File: src/design/gbns_pkg.sv
package gbns_pkg;

	localparam int SEQ_BITS   = 16;
	localparam int MAX_WINDOW = 32;
	localparam int WIN_W      = 6;
	localparam int SW         = ((SEQ_BITS > 16) ? SEQ_BITS : 16) + 2;

	localparam logic [WIN_W-1:0] THRESH_RESET = WIN_W'(16);

	typedef logic signed [SW-1:0] seq_t;

	localparam logic [1:0] FUNC_START   = 2'd0;
	localparam logic [1:0] FUNC_ACK     = 2'd1;
	localparam logic [1:0] FUNC_TIMEOUT = 2'd2;

	localparam logic CFG_TOTAL  = 1'b0;
	localparam logic CFG_THRESH = 1'b1;

	typedef enum logic [1:0] {
		OP_START,
		OP_ACK,
		OP_TIMEOUT,
		OP_NOP
	} op_t;

	typedef enum logic [1:0] {
		KIND_SEND,
		KIND_RESEND,
		KIND_FIN,
		KIND_STATUS
	} kind_t;

	typedef struct packed {
		op_t                op;
		logic signed [16:0] ackno;
	} cmd_t;

	function automatic seq_t ext_total(input logic [15:0] v);
		return $signed({{(SW-16){1'b0}}, v});
	endfunction

	function automatic seq_t ext_base(input logic [SEQ_BITS-1:0] v);
		return $signed({{(SW-SEQ_BITS){1'b0}}, v});
	endfunction

	function automatic logic [15:0] seq_out(input seq_t s);
		logic [SEQ_BITS-1:0] m;
		m = s[SEQ_BITS-1:0];
		return 16'(m);
	endfunction

endpackage

File: src/design/gbns_in_if.sv
interface gbns_in_if;
	logic               valid;
	logic               ready;
	logic [1:0]         func;
	logic signed [16:0] ackno;

	modport source (output valid, output func, output ackno, input ready);
	modport sink (input valid, input func, input ackno, output ready);
endinterface

File: src/design/gbns_out_if.sv
interface gbns_out_if;
	logic        valid;
	logic        ready;
	logic [1:0]  kind;
	logic [15:0] seqno;
	logic [5:0]  window;
	logic [5:0]  slow_threshold;
	logic        timed_out;
	logic        done_res;
	logic        last;

	modport source (output valid, output kind, output seqno, output window,
		output slow_threshold, output timed_out, output done_res, output last,
		input ready);
	modport sink (input valid, input kind, input seqno, input window,
		input slow_threshold, input timed_out, input done_res, input last,
		output ready);
endinterface

File: src/design/gbns_front.sv
module gbns_front (
	input  logic          clk,
	input  logic          arst_n,
	gbns_in_if.sink       in_ch,
	output gbns_pkg::cmd_t cmd,
	output logic          cmd_valid,
	input  logic          cmd_ready
);
	import gbns_pkg::*;

	cmd_t       q_q [2];
	logic       wp_q;
	logic       rp_q;
	logic [1:0] cnt_q;
	logic       push;
	logic       pop;
	op_t        op_dec;

	always_comb begin
		unique case (in_ch.func)
			FUNC_START:   op_dec = OP_START;
			FUNC_ACK:     op_dec = OP_ACK;
			FUNC_TIMEOUT: op_dec = OP_TIMEOUT;
			default:      op_dec = OP_NOP;
		endcase
	end

	assign in_ch.ready = (cnt_q != 2'd2);
	assign cmd_valid   = (cnt_q != 2'd0);
	assign cmd         = q_q[rp_q];
	assign push        = in_ch.valid && in_ch.ready;
	assign pop         = cmd_valid && cmd_ready;

	always_ff @(posedge clk) begin
		if (push) begin
			q_q[wp_q] <= '{op: op_dec, ackno: in_ch.ackno};
		end
	end

	always_ff @(posedge clk or negedge arst_n) begin
		if (!arst_n) begin
			wp_q  <= 1'b0;
			rp_q  <= 1'b0;
			cnt_q <= 2'd0;
		end else begin
			if (push) begin
				wp_q <= !wp_q;
			end
			if (pop) begin
				rp_q <= !rp_q;
			end
			cnt_q <= 2'(cnt_q + {1'b0, push} - {1'b0, pop});
		end
	end
endmodule

File: src/design/gbns_back.sv
module gbns_back (
	input  logic           clk,
	input  logic           arst_n,
	input  logic [15:0]    total_packets,
	input  logic [5:0]     initial_threshold,
	input  gbns_pkg::cmd_t cmd,
	input  logic           cmd_valid,
	output logic           cmd_ready,
	gbns_out_if.source     out_ch
);
	import gbns_pkg::*;

	typedef enum logic [2:0] {
		ST_IDLE,
		ST_SETUP,
		ST_SEND,
		ST_FIN,
		ST_STATUS
	} state_t;

	state_t              state_q;
	logic [SEQ_BITS-1:0] base_q;
	logic [WIN_W-1:0]    win_q;
	logic [WIN_W-1:0]    thresh_q;
	seq_t                last_q;
	seq_t                high_q;
	seq_t                final_q;
	logic                final_valid_q;
	logic                roll_q;
	logic                fin_q;
	logic                tout_q;
	seq_t                s_q;
	seq_t                lim_q;

	logic                ov_q;
	kind_t               o_kind_q;
	logic [15:0]         o_seq_q;
	logic [WIN_W-1:0]    o_win_q;
	logic [WIN_W-1:0]    o_thr_q;
	logic                o_tout_q;
	logic                o_done_q;
	logic                o_last_q;

	logic                emit_ok;
	logic                load_out;
	seq_t                ack_ext;
	seq_t                base_ext;
	seq_t                next_last;
	logic [WIN_W:0]      grown;
	logic [WIN_W-1:0]    win_grown;
	logic [WIN_W-1:0]    half_win;

	assign emit_ok   = !ov_q || out_ch.ready;
	assign load_out  = emit_ok && ((state_q == ST_SEND && s_q < lim_q
		&& s_q < ext_total(total_packets)) || state_q == ST_FIN || state_q == ST_STATUS);
	assign cmd_ready = (state_q == ST_IDLE);
	assign ack_ext   = seq_t'(cmd.ackno);
	assign base_ext  = ext_base(base_q);
	assign next_last = last_q + seq_t'(1);
	assign grown     = {1'b0, win_q} + ((win_q < thresh_q) ? {1'b0, win_q} : (WIN_W+1)'(1));
	assign win_grown = (grown > (WIN_W+1)'(MAX_WINDOW)) ? WIN_W'(MAX_WINDOW)
		: grown[WIN_W-1:0];
	assign half_win  = ((win_q >> 1) == '0) ? WIN_W'(1) : (win_q >> 1);

	assign out_ch.valid          = ov_q;
	assign out_ch.kind           = o_kind_q;
	assign out_ch.seqno          = o_seq_q;
	assign out_ch.window         = o_win_q;
	assign out_ch.slow_threshold = o_thr_q;
	assign out_ch.timed_out      = o_tout_q;
	assign out_ch.done_res       = o_done_q;
	assign out_ch.last           = o_last_q;

	always_ff @(posedge clk or negedge arst_n) begin
		if (!arst_n) begin
			state_q       <= ST_IDLE;
			base_q        <= '0;
			win_q         <= WIN_W'(1);
			thresh_q      <= THRESH_RESET;
			last_q        <= '1;
			high_q        <= '1;
			final_q       <= '1;
			final_valid_q <= 1'b0;
			roll_q        <= 1'b0;
			fin_q         <= 1'b0;
			tout_q        <= 1'b0;
			s_q           <= '0;
			lim_q         <= '0;
			ov_q          <= 1'b0;
			o_kind_q      <= KIND_STATUS;
			o_seq_q       <= '0;
			o_win_q       <= '0;
			o_thr_q       <= '0;
			o_tout_q      <= 1'b0;
			o_done_q      <= 1'b0;
			o_last_q      <= 1'b0;
		end else begin
			if (load_out) begin
				ov_q <= 1'b1;
			end else if (out_ch.ready) begin
				ov_q <= 1'b0;
			end
			unique case (state_q)
				ST_IDLE: begin
					if (cmd_valid) begin
						priority if (cmd.op == OP_START) begin
							tout_q        <= 1'b0;
							base_q        <= '0;
							win_q         <= WIN_W'(1);
							thresh_q      <= initial_threshold;
							last_q        <= '1;
							high_q        <= '1;
							final_q       <= '1;
							final_valid_q <= 1'b0;
							roll_q        <= 1'b0;
							fin_q         <= 1'b0;
							state_q       <= ST_SETUP;
						end else if (cmd.op == OP_ACK && !fin_q) begin
							tout_q <= 1'b0;
							roll_q <= 1'b0;
							if (final_valid_q && ack_ext == final_q) begin
								fin_q   <= 1'b1;
								state_q <= ST_FIN;
							end else begin
								if (ack_ext == base_ext) begin
									win_q  <= win_grown;
									base_q <= base_q + SEQ_BITS'(1);
								end
								state_q <= ST_SETUP;
							end
						end else if (cmd.op == OP_TIMEOUT && !fin_q) begin
							thresh_q <= half_win;
							win_q    <= WIN_W'(1);
							roll_q   <= 1'b1;
							tout_q   <= 1'b1;
							state_q  <= ST_SETUP;
						end else begin
							tout_q  <= 1'b0;
							state_q <= ST_STATUS;
						end
					end
				end
				ST_SETUP: begin
					s_q     <= (roll_q || next_last < base_ext) ? base_ext : next_last;
					lim_q   <= base_ext + ext_base(SEQ_BITS'(win_q));
					state_q <= ST_SEND;
				end
				ST_SEND: begin
					if (emit_ok) begin
						priority if (s_q >= lim_q) begin
							state_q <= ST_STATUS;
						end else if (s_q >= ext_total(total_packets)) begin
							final_q       <= s_q - seq_t'(1);
							final_valid_q <= 1'b1;
							state_q       <= ST_STATUS;
						end else begin
							o_kind_q <= (s_q <= high_q) ? KIND_RESEND : KIND_SEND;
							o_seq_q  <= seq_out(s_q);
							o_win_q  <= win_q;
							o_thr_q  <= thresh_q;
							o_tout_q <= tout_q;
							o_done_q <= fin_q;
							o_last_q <= 1'b0;
							last_q   <= s_q;
							if (s_q > high_q) begin
								high_q <= s_q;
							end
							s_q <= s_q + seq_t'(1);
						end
					end
				end
				ST_FIN: begin
					if (emit_ok) begin
						o_kind_q <= KIND_FIN;
						o_seq_q  <= '0;
						o_win_q  <= win_q;
						o_thr_q  <= thresh_q;
						o_tout_q <= tout_q;
						o_done_q <= fin_q;
						o_last_q <= 1'b0;
						state_q  <= ST_STATUS;
					end
				end
				ST_STATUS: begin
					if (emit_ok) begin
						o_kind_q <= KIND_STATUS;
						o_seq_q  <= '0;
						o_win_q  <= win_q;
						o_thr_q  <= thresh_q;
						o_tout_q <= tout_q;
						o_done_q <= fin_q;
						o_last_q <= 1'b1;
						state_q  <= ST_IDLE;
					end
				end
				default: begin
					state_q <= ST_IDLE;
				end
			endcase
		end
	end
endmodule

File: src/design/go_back_n_sender_window_top.sv
// Each request is queued, then taken by the idle sequencer, which walks setup, send and status
// for a send pass (at most 32 data items), fin then status for a fin, or status alone; each
// item is registered in the output register, and output stalls hold the sequencer. A two-entry
// request queue lets new requests enter while a previous event is still being sent.
// Reset (arst_n low, asynchronous): base 0, window 1, threshold 16, no packets sent,
// total_packets 0, initial_threshold 16, queue and output register empty.
module go_back_n_sender_window_top (
	input  logic                clk,
	input  logic                arst_n,
	input  logic                cfg_we,
	input  logic                cfg_idx,
	input  logic [15:0]         cfg_data,
	gbns_in_if.sink             in_ch,
	gbns_out_if.source          out_ch
);
	import gbns_pkg::*;

	logic [15:0] total_q;
	logic [5:0]  ithr_q;
	cmd_t        cmd;
	logic        cmd_valid;
	logic        cmd_ready;

	always_ff @(posedge clk or negedge arst_n) begin
		if (!arst_n) begin
			total_q <= '0;
			ithr_q  <= THRESH_RESET;
		end else if (cfg_we) begin
			unique case (cfg_idx)
				CFG_TOTAL:  total_q <= cfg_data;
				CFG_THRESH: ithr_q  <= cfg_data[5:0];
				default:    total_q <= total_q;
			endcase
		end
	end

	gbns_front u_front (
		.clk       (clk),
		.arst_n    (arst_n),
		.in_ch     (in_ch),
		.cmd       (cmd),
		.cmd_valid (cmd_valid),
		.cmd_ready (cmd_ready)
	);

	gbns_back u_back (
		.clk               (clk),
		.arst_n            (arst_n),
		.total_packets     (total_q),
		.initial_threshold (ithr_q),
		.cmd               (cmd),
		.cmd_valid         (cmd_valid),
		.cmd_ready         (cmd_ready),
		.out_ch            (out_ch)
	);

	a_last_is_status: assert property (@(posedge clk) disable iff (!arst_n)
		out_ch.valid |-> (out_ch.last == (out_ch.kind == KIND_STATUS)))
		else $error("last flag and status kind disagree");

	a_fin_done: assert property (@(posedge clk) disable iff (!arst_n)
		out_ch.valid && out_ch.kind == KIND_FIN |-> out_ch.done_res)
		else $error("fin item without done");

	a_busy_after_pop: assert property (@(posedge clk) disable iff (!arst_n)
		cmd_valid && cmd_ready |=> !cmd_ready)
		else $error("sequencer took a request while busy");

	a_window_range: assert property (@(posedge clk) disable iff (!arst_n)
		out_ch.valid |-> (out_ch.window != '0 && out_ch.window <= 6'(MAX_WINDOW)))
		else $error("window out of range");
endmodule
File: src/flat_wrapper.sv
// flat-port wrapper written by rule: the top's interface ports become plain ports
module go_back_n_sender_window_top_flat import gbns_pkg::*;
  (clk, arst_n, cfg_we, cfg_idx, cfg_data, in_ch_valid, in_ch_func, in_ch_ackno, in_ch_ready, out_ch_valid, out_ch_kind, out_ch_seqno, out_ch_window, out_ch_slow_threshold, out_ch_timed_out, out_ch_done_res, out_ch_last, out_ch_ready);
  gbns_in_if in_ch_i ();
  gbns_out_if out_ch_i ();
  input  logic clk;
  input  logic arst_n;
  input  logic cfg_we;
  input  logic cfg_idx;
  input  logic [15:0] cfg_data;
  input wire logic [$bits(in_ch_i.valid)-1:0] in_ch_valid;
  input wire logic [$bits(in_ch_i.func)-1:0] in_ch_func;
  input wire logic [$bits(in_ch_i.ackno)-1:0] in_ch_ackno;
  output wire logic [$bits(in_ch_i.ready)-1:0] in_ch_ready;
  output wire logic [$bits(out_ch_i.valid)-1:0] out_ch_valid;
  output wire logic [$bits(out_ch_i.kind)-1:0] out_ch_kind;
  output wire logic [$bits(out_ch_i.seqno)-1:0] out_ch_seqno;
  output wire logic [$bits(out_ch_i.window)-1:0] out_ch_window;
  output wire logic [$bits(out_ch_i.slow_threshold)-1:0] out_ch_slow_threshold;
  output wire logic [$bits(out_ch_i.timed_out)-1:0] out_ch_timed_out;
  output wire logic [$bits(out_ch_i.done_res)-1:0] out_ch_done_res;
  output wire logic [$bits(out_ch_i.last)-1:0] out_ch_last;
  input wire logic [$bits(out_ch_i.ready)-1:0] out_ch_ready;
  assign in_ch_i.valid = in_ch_valid;
  assign in_ch_i.func = in_ch_func;
  assign in_ch_i.ackno = in_ch_ackno;
  assign in_ch_ready = in_ch_i.ready;
  assign out_ch_valid = out_ch_i.valid;
  assign out_ch_kind = out_ch_i.kind;
  assign out_ch_seqno = out_ch_i.seqno;
  assign out_ch_window = out_ch_i.window;
  assign out_ch_slow_threshold = out_ch_i.slow_threshold;
  assign out_ch_timed_out = out_ch_i.timed_out;
  assign out_ch_done_res = out_ch_i.done_res;
  assign out_ch_last = out_ch_i.last;
  assign out_ch_i.ready = out_ch_ready;
  go_back_n_sender_window_top u_core (.clk(clk), .arst_n(arst_n), .cfg_we(cfg_we), .cfg_idx(cfg_idx), .cfg_data(cfg_data), .in_ch(in_ch_i), .out_ch(out_ch_i));
endmodule
File: config.mk
export PLATFORM = sky130hd
export DESIGN_NAME = go_back_n_sender_window_top_flat
export DESIGN_NICKNAME = d
export VERILOG_FILES = /design/src/design/gbns_pkg.sv /design/src/design/gbns_in_if.sv /design/src/design/gbns_out_if.sv /design/src/design/gbns_front.sv /design/src/design/gbns_back.sv /design/src/design/go_back_n_sender_window_top.sv /design/src/flat_wrapper.sv
export SDC_FILE = /design/constraint.sdc
export NUM_CORES = 1
export LEC_CHECK = 0
export ABC_AREA = 1
export BUFFER_PORTS_ARGS = -buffer_cell sky130_fd_sc_hd__clkbuf_2
export CORE_MARGIN = 3
export CORE_UTILIZATION = 42
export CTS_CLUSTER_DIAMETER = 60
export DETAILED_ROUTE_END_ITERATION = 10
export PLACE_DENSITY = 0.61
export SLEW_MARGIN = 20
export SYNTH_ARGS = -nofsm -noshare
export SYNTH_HDL_FRONTEND = slang
export SYNTH_SLANG_ARGS = --single-unit
File: constraint.sdc
create_clock -name clk -period 3.5 [get_ports clk]
set_input_delay 0.525 -clock clk [delete_from_list [all_inputs] [get_ports clk]]
set_output_delay 0.525 -clock clk [all_outputs]
set_load 0.01 [all_outputs]
==> results.toml, run 1 <==
[power]
power.share.switching_pct = 45.42
pwr-share-clk_pct = 21.3
vdd_drop_max_mv = 0.4617
combPwrFrac_pct = 47.5
powerDensity_nw_per_um2 = 948.7
seq_power_share_pct = 31.2
p_switching_w = 0.006736
internal_power_w = 0.008094
p_leak_nw = 7.653

[cts]
clkTransAtPathRegs_ns = 0.06
numCtsBuffers = 28
clock_tree.root_cell = "clkbuf_16"
cts_sinks = 222
ctsHtreeMaxLevel = 1
clk_latency_ns = 0.56
cts_tree = "done"
clk_path_buf_depth = 3

[synth]
synth_ff_type = "dfrtp_1"
synth_seq_cells = 222
yosysTopAreaCell = "dfrtp_1"
synthArstFlopShare_pct = 82.88
postSynthAreaPerCell_um2 = 7.744
synth_top_area_share_pct = 22.77
synthCells = 1774
netlist_area_um2 = 13740
synth_nets = 1900
synth_edf_count = 38
yosysSeqAreaShare_pct = 42.36
synth_top_cells_by_area = "dfrtp_1 23%, nand2_1 12%, dfstp_2 11%"
yosys_warnings = 0
ys_types = 55

[grt]
grt_antenna_before_repair = 1
grt-ovfl-total = 0
grt_pass1_vias = 11306
grt_usage_pct = 21.92
grt_pass1_wl_mm = 62.05
grt_max_degree = 63

[cells_and_area]
final_common_cell = "nand2_1"
final_cells = 2310
nNetsFinal = 1979
seq_area_um2 = 5819
drive_gt1_share_pct = 15.09
mostFrequentLayoutCells = "454 x nand2_1, 206 x inv_1, 179 x nor2_1"
antenna_cells = 0
syn_to_final_growth_pct = 13.79
multiInputGateArea_um2 = 6718
fillers = 3174

[drt]
drc_errors = 0
wl_mm = 38.87
drt_iter0_markers = 965
vias = 11887
vias_per_cell = 5.146
wl_per_cell_um = 16.83
drtAntennaViolNets = 0
dr.pass1.iters = 7

[worst_setup_path]
required_ns = 3.97
cp_data_arrival_time_ns = 3.62
startpoint = "u_core.u_back.last_q[0]$_DFFE_PN1P_"
crit_path_end_kind = "flip-flop"
crit_type = "flip-flop to flip-flop"
r2r_start = "u_core.u_back.last_q[0]$_DFFE_PN1P_"
crit_fanout = 17
startpoint_type = "flip-flop"

[outcome]
status = "completed"

[floorplan]
coreArea_um2 = 31880
dieWidth_um = 186.9
ios = 76
placementRows = 65
die_y_um = 186.9
dieArea_um2 = 34920
start_util_pct = 43.09

[placement]
place_hpwl_mm = 28.58
numPortBuffers = 75
gp_congestion = 0.9391
post-place-cells = 2256

[sta]
setup_tns_ns = 0
clock_skew_ns = 0.01097
worst_pin_slew_ns = 0.9236
slew_headroom_pct = 38.28
min_period_ns = 3.150
hold_viol = 0
drv_slew = 0
setup_violations = 0
fin_crit_sh_pct = 89.99
max_freq_ghz = 0.3175
rsz0062_at_grt = "no"

[job]
drv_cap = 0

[hold_path]
hp-class = "input pin to flip-flop"
hp-start = "in_ch_func[0]"
==> registers in the layout, summed over array words and instances, names as in the netlist, 2 cells and up <==
name                                 flops
u_core.u_back.thresh_q                   6
u_core.u_back.out_ch.seqno              16
u_core.u_back.out_ch.window              6
u_core.u_back.s_q                       18
u_core.u_back.out_ch.kind                2
u_core.u_front.cnt_q                     2
u_core.u_back.high_q                    18
u_core.total_q                          16
u_core.ithr_q                            6
u_core.u_back.win_q                      6
u_core.u_back.state_q                    3
u_core.u_back.last_q                    18
u_core.u_back.out_ch.slow_threshold      6
u_core.u_back.final_q                   18
u_core.u_back.base_q                    16
u_core.u_front.q_q                      38
u_core.u_back.lim_q                     17
==> path summary, 6_finish.rpt <==
kind                                                              to  slack (ns)  cells past startpoint
setup / recovery                    u_core.u_back.s_q[5]$_DFFE_PN0P_        0.35                     18
hold / removal                   u_core.u_front.q_q[1][17]$_DFFE_PP_        0.15                      1
setup reg to reg                    u_core.u_back.s_q[5]$_DFFE_PN0P_        0.35                     18
hold reg to reg                u_core.u_back.final_q[14]$_DFFE_PN1P_        0.48                      2
max in group asynchronous   u_core.u_back.out_ch.kind[1]$_DFFE_PN1P_        2.08                      3
min in group asynchronous  u_core.u_back.out_ch.seqno[8]$_DFFE_PN0P_        0.52                      2
==> layer usage <==
layer | track usage (%) | up-vias | part of all wire, % | routed length [um]
met3 | 4.404 | 91 | 7.2 | 2814
met4 | 6.688 | 2 | 3.4 | 1336
met5 | 0 | - | 0.028 | 11
li1 | - | 5915 | - | -
met2 | 34.63 | 362 | 44 | 17180
met1 | 30.53 | 5517 | 45 | 17530
==> power groups by stage <==
stage          logic, W  registers [W]  clock network (W)
6_report        0.00704        0.00463            0.00316
5_1_grt         0.00807        0.00474            0.00331
4_1_cts         0.00702        0.00462            0.00321
3_5_place_dp    0.00694        0.00466                  0
3_3_place_gp    0.00680        0.00465                  0
2_1_floorplan   0.00532        0.00434                  0
==> cell usage after synthesis (3+ instances only) <==
cell type and n:
nor4_1 6, clkinv_1 4, buf_6 10, nand3_2 3, buf_4 9, a21oi_1 88, nor2_1 179, buf_1 3
inv_1 206, o21bai_1 5, o21ai_1 53, dfrtp_1 125, nor3b_1 3, nand2_2 6, nand2_1 454, nand3_1 99
nand2_4 4, inv_2 9, nor2_2 5, o211ai_1 3, a21o_1 5, a31oi_1 3, or2_2 4, o21ai_0 113
ha_1 84, nand4_1 19, o22ai_1 9, buf_2 13, edfxtp_1 38, xnor2_1 4, nor3_1 23, nor2_4 4
clkbuf_1 31, o21a_1 3, dfstp_2 59, o21ai_2 18, xor2_1 48
==> cell type report <==
class	instances	area share (%)
Timing Repair Buffer	116	4.522
Sequential cell	222	37.23
Inverter	221	5.331
Tap cell	435	3.482
Clock inverter	22	1.873
Clock buffer	30	4.594
Multi-Input combinational cell	1264	42.97
==> critical path: stages (launching register included) <==
cell	delay (ns)
dfstp_2	0.62
ha_1	0.21
nand3_1	0.17
nor2_4	0.13
xor2_1	0.23
inv_1	0.07
ha_1	0.27
nand2_1	0.06
nor2_1	0.15
nand3_1	0.09
nand2_1	0.07
o21bai_1	0.07
nand2_1	0.07
nand2_1	0.08
nand2_4	0.20
nand2_4	0.19
nand2_1	0.12
nand3_1	0.07
a21oi_1	0.18
==> per-stage QoR <==
| step | total power (W) | cell area (um2) | hold slack, ns | utilization [%] | setup WS (ns) |
|---|---|---|---|---|---|
| finish | 0.01483 | 15630 | 0.1546 | 49.03 | 0.3504 |
| global route | 0.01612 | 15630 | 0.1474 | 49.03 | 0.03079 |
| CTS | 0.01485 | 15620 | 0.1198 | 48.98 | 0.1295 |
| detailed placement | 0.01160 | 14590 | 0.4656 | 45.78 | 0.1811 |
| global placement | 0.01145 | 14590 | 0.4566 | 45.78 | 0.2541 |
| floorplan | 0.009663 | 13740 | 0.2294 | - | 0.6729 |
==> logic make-up after synthesis <==
group / Yosys count / share of synthesized area [%]
flops: 222 / 42.36
fa+ha+maj: 85 / 7.796
xor+xnor: 52 / 3.315
compound gates: 309 / 12.40
buf+inv: 288 / 8.816
mux: 1 / 0.1002
simple gates: 817 / 25.21
==> repair_timing <==
| action | in CTS | in global routing |
|---|---|---|
| hold buffers | 1 | 0 |
| gates resized for setup | 0 | 3 |
| setup endpoints to repair | 0 | 16 |
| buffers inserted | 0 | 1 |
| endpoints found under the hold margin | 30 | 0 |
(Power assumes the default switching activity.)
==> run 2, diff against run 1 <==
--- a/config.mk
+++ b/config.mk
@@ -5,14 +5,12 @@
 export SDC_FILE = /design/constraint.sdc
 export NUM_CORES = 1
 export LEC_CHECK = 0
-export ABC_AREA = 1
 export BUFFER_PORTS_ARGS = -buffer_cell sky130_fd_sc_hd__clkbuf_2
 export CORE_MARGIN = 3
 export CORE_UTILIZATION = 42
 export CTS_CLUSTER_DIAMETER = 60
 export DETAILED_ROUTE_END_ITERATION = 10
-export PLACE_DENSITY = 0.61
-export SLEW_MARGIN = 20
+export PLACE_DENSITY = 0.62
 export SYNTH_ARGS = -nofsm -noshare
 export SYNTH_HDL_FRONTEND = slang
 export SYNTH_SLANG_ARGS = --single-unit
==> results.toml, run 2 <==
[cts]
clkTransAtPathRegs_ns = 0.06
clk_latency_ns = 0.55
clk_path_buf_depth = 3
cts_sinks = 222
cts_tree = "done"
clock_tree.root_cell = "clkbuf_16"
ctsHtreeMaxLevel = 1
numCtsBuffers = 28

[cells_and_area]
drive_gt1_share_pct = 22.48
regMostFlops = "u_core.u_front.q_q"
fin_area_um2 = 15420
largest_reg_flops = 38
final_common_cell = "nand2_1"
antenna_cells = 0
fin_util_pct = 51.47
syn_to_final_growth_pct = 19.71
nNetsFinal = 1594
mostFrequentLayoutCells = "138 x nand2_1, 124 x dfrtp_1, 108 x nor2_1"

[synth]
synthArstFlopShare_pct = 82.88
synth_seq_cells = 222
synth_nets = 1458
synth_most_common_cell = "nand2_1"
yosysSeqAreaShare_pct = 45.19
yosysTopAreaCell = "dfrtp_1"
synth_commonest_cells = "138 x nand2_1, 125 x dfrtp_1, 112 x nor2_1, 91 x inv_1, 85 x o21ai_0"
yosys_warnings = 0
ys_types = 74
synth_ff_type = "dfrtp_1"
synth_top_cells_by_area = "dfrtp_1 24%, dfstp_2 12%, edfxtp_1 8.9%"
netlist_area_um2 = 12880
synth_top_area_share_pct = 24.29
synth_edf_count = 38
synthCells = 1332
postSynthAreaPerCell_um2 = 9.668

[drt]
dr.pass1.iters = 5
vias_per_cell = 5.566
drt_iter0_markers = 745
vias = 10464
drtAntennaViolNets = 0
drc_errors = 0
wl_mm = 36.69
wl_per_cell_um = 19.51

[floorplan]
dieWidth_um = 181.1
coreArea_um2 = 29950
start_util_pct = 42.99
dieArea_um2 = 32800
die_y_um = 181.1
placementRows = 63
ios = 76

[hold_path]
hp-start = "in_ch_ackno[0]"
hp-class = "input pin to flip-flop"

[worst_setup_path]
r2r_start = "u_core.u_back.last_q[4]$_DFFE_PN1P_"
required_ns = 3.91
crit_path_end_kind = "flip-flop"
startpoint_type = "flip-flop"
startpoint = "u_core.u_back.last_q[4]$_DFFE_PN1P_"
crit_type = "flip-flop to flip-flop"
crit_fanout = 5
cp_data_arrival_time_ns = 3.83

[grt]
use_met3_pct = 2.678
use_met2_pct = 32.95
gr-usage-met1_pct = 33.20
grt-ovfl-total = 0
grt_usage_pct = 21.87
top_usage_layer = "met1"
grt_max_degree = 77
grt_pass1_vias = 10160
grt_pass1_wl_mm = 57.79
grt_antenna_before_repair = 0

[sta]
min_period_ns = 3.424
holdWs_ns = 0.1746
fin_crit_sh_pct = 97.82
setup_violations = 0
worst_pin_slew_ns = 1.005
max_freq_ghz = 0.2921
drv_slew = 0
clock_skew_ns = 0.01693
rsz0062_at_grt = "yes"
hold_viol = 0
slew_headroom_pct = 32.68

[outcome]
status = "completed"

[power]
powerDensity_nw_per_um2 = 955.6
p_leak_nw = 6.911
vdd_drop_max_mv = 0.4695

[placement]
place_hpwl_mm = 27.72
gp_congestion = 0.9148
numPortBuffers = 75
place_area_um2 = 14180

[job]
drv_cap = 0
run 2: cell count changes in the layout (fill, tap and decap cells not counted), sizes merged, moves of 61 or more:
| cell | before | now |
|---|---|---|
| buf | 40 | 101 |
| inv | 219 | 96 |
| nand2 | 464 | 138 |
| nand3 | 103 | 30 |
| nor2 | 188 | 112 |
| o21ai | 184 | 86 |
| xnor2 | 4 | 74 |
run 2: per-stage QoR:
step           power (W)  setup TNS (ns)  instances  setup WS (ns)
2_1_floorplan   0.008508               0       1332        0.09521
3_3_place_gp     0.01087               0       1815         0.1044
3_5_place_dp     0.01097               0       1815        0.06380
4_1_cts          0.01404               0       1868        0.03245
5_1_grt          0.01571         -0.2019       1880       -0.04778
6_report         0.01473               0       1880        0.07614
run 2: cells by family (layout without fill, tap and decap cells):
| family | after synthesis | in the layout | share of synthesized area, % |
|---|---|---|---|
| and+or+nand+nor | 416 | 416 | 15.24 |
| AOI/OAI and AO/OA | 292 | 292 | 14.98 |
| DFF | 222 | 222 | 45.19 |
| buffers and inverters | 164 | 322 | 4.965 |
| adders and majority gates | 85 | 85 | 8.317 |
| xor gates and xnor gates | 85 | 85 | 5.781 |
| muxes | 68 | 68 | 5.519 |
run 2: worst max-delay path, cell delays in order, from the launching register on:
cell and delay [ns]:
dfstp_2 0.54, and4_4 0.24, nand4_1 0.19, nor2_4 0.16
nand3_1 0.10, xnor2_1 0.16, ha_1 0.31, nand4_1 0.12
nor2_2 0.17, o211ai_1 0.10, and3_1 0.20, a31oi_4 0.30
buf_12 0.17, mux2_2 0.33, a22oi_1 0.14, o21ai_1 0.07
run 2: power breakdown:
| part | switching, W | total, W | internal, W | leakage (nW) |
|---|---|---|---|---|
| Sequential | 0.000610 | 0.00415 | 0.00354 | 2.60 |
| Combinational | 0.00421 | 0.00759 | 0.00338 | 3.85 |
| Clock | 0.00117 | 0.00299 | 0.00182 | 0.469 |
run 2: layout make-up:
type	count	area [um2]
fillers	2757	14540
multi-input cells	946	6554
flip-flops and latches	222	5821
repair buffers	179	1244
clock buffers	36	783.3
well taps	390	488.0
inverters	91	341.6
clock inverters	16	185.2
run 2: what timing repair did:
action | in CTS | in global routing
hold buffers | 1 | 0
buffers inserted | 0 | 10
hold endpoints to repair | 37 | 0
setup endpoints to repair | 0 | 80
gates resized for setup | 0 | 26
run 2: final timing paths:
kind	end	slack (ns)	cells after the start
setup / recovery	u_core.u_back.s_q[15]$_DFFE_PN0P_	0.08	15
hold / removal	u_core.u_front.q_q[0][0]$_DFFE_PP_	0.17	1
setup reg to reg	u_core.u_back.s_q[15]$_DFFE_PN0P_	0.08	15
hold reg to reg	u_core.u_back.out_ch.kind[1]$_DFFE_PN1P_	0.46	2
max in group asynchronous	u_core.u_back.final_q[8]$_DFFE_PN1P_	2.17	3
min in group asynchronous	u_core.ithr_q[3]$_DFFE_PN0P_	0.51	2
run 2: routing by layer:
layer / wire length, um / share of wire, % / vias to the layer above
met3: 2168 / 5.9 / 61
met5: 0 / 0 / -
li1: - / - / 5016
met4: 1041 / 2.8 / 0
met1: 17460 / 48 / 5043
met2: 16020 / 44 / 344
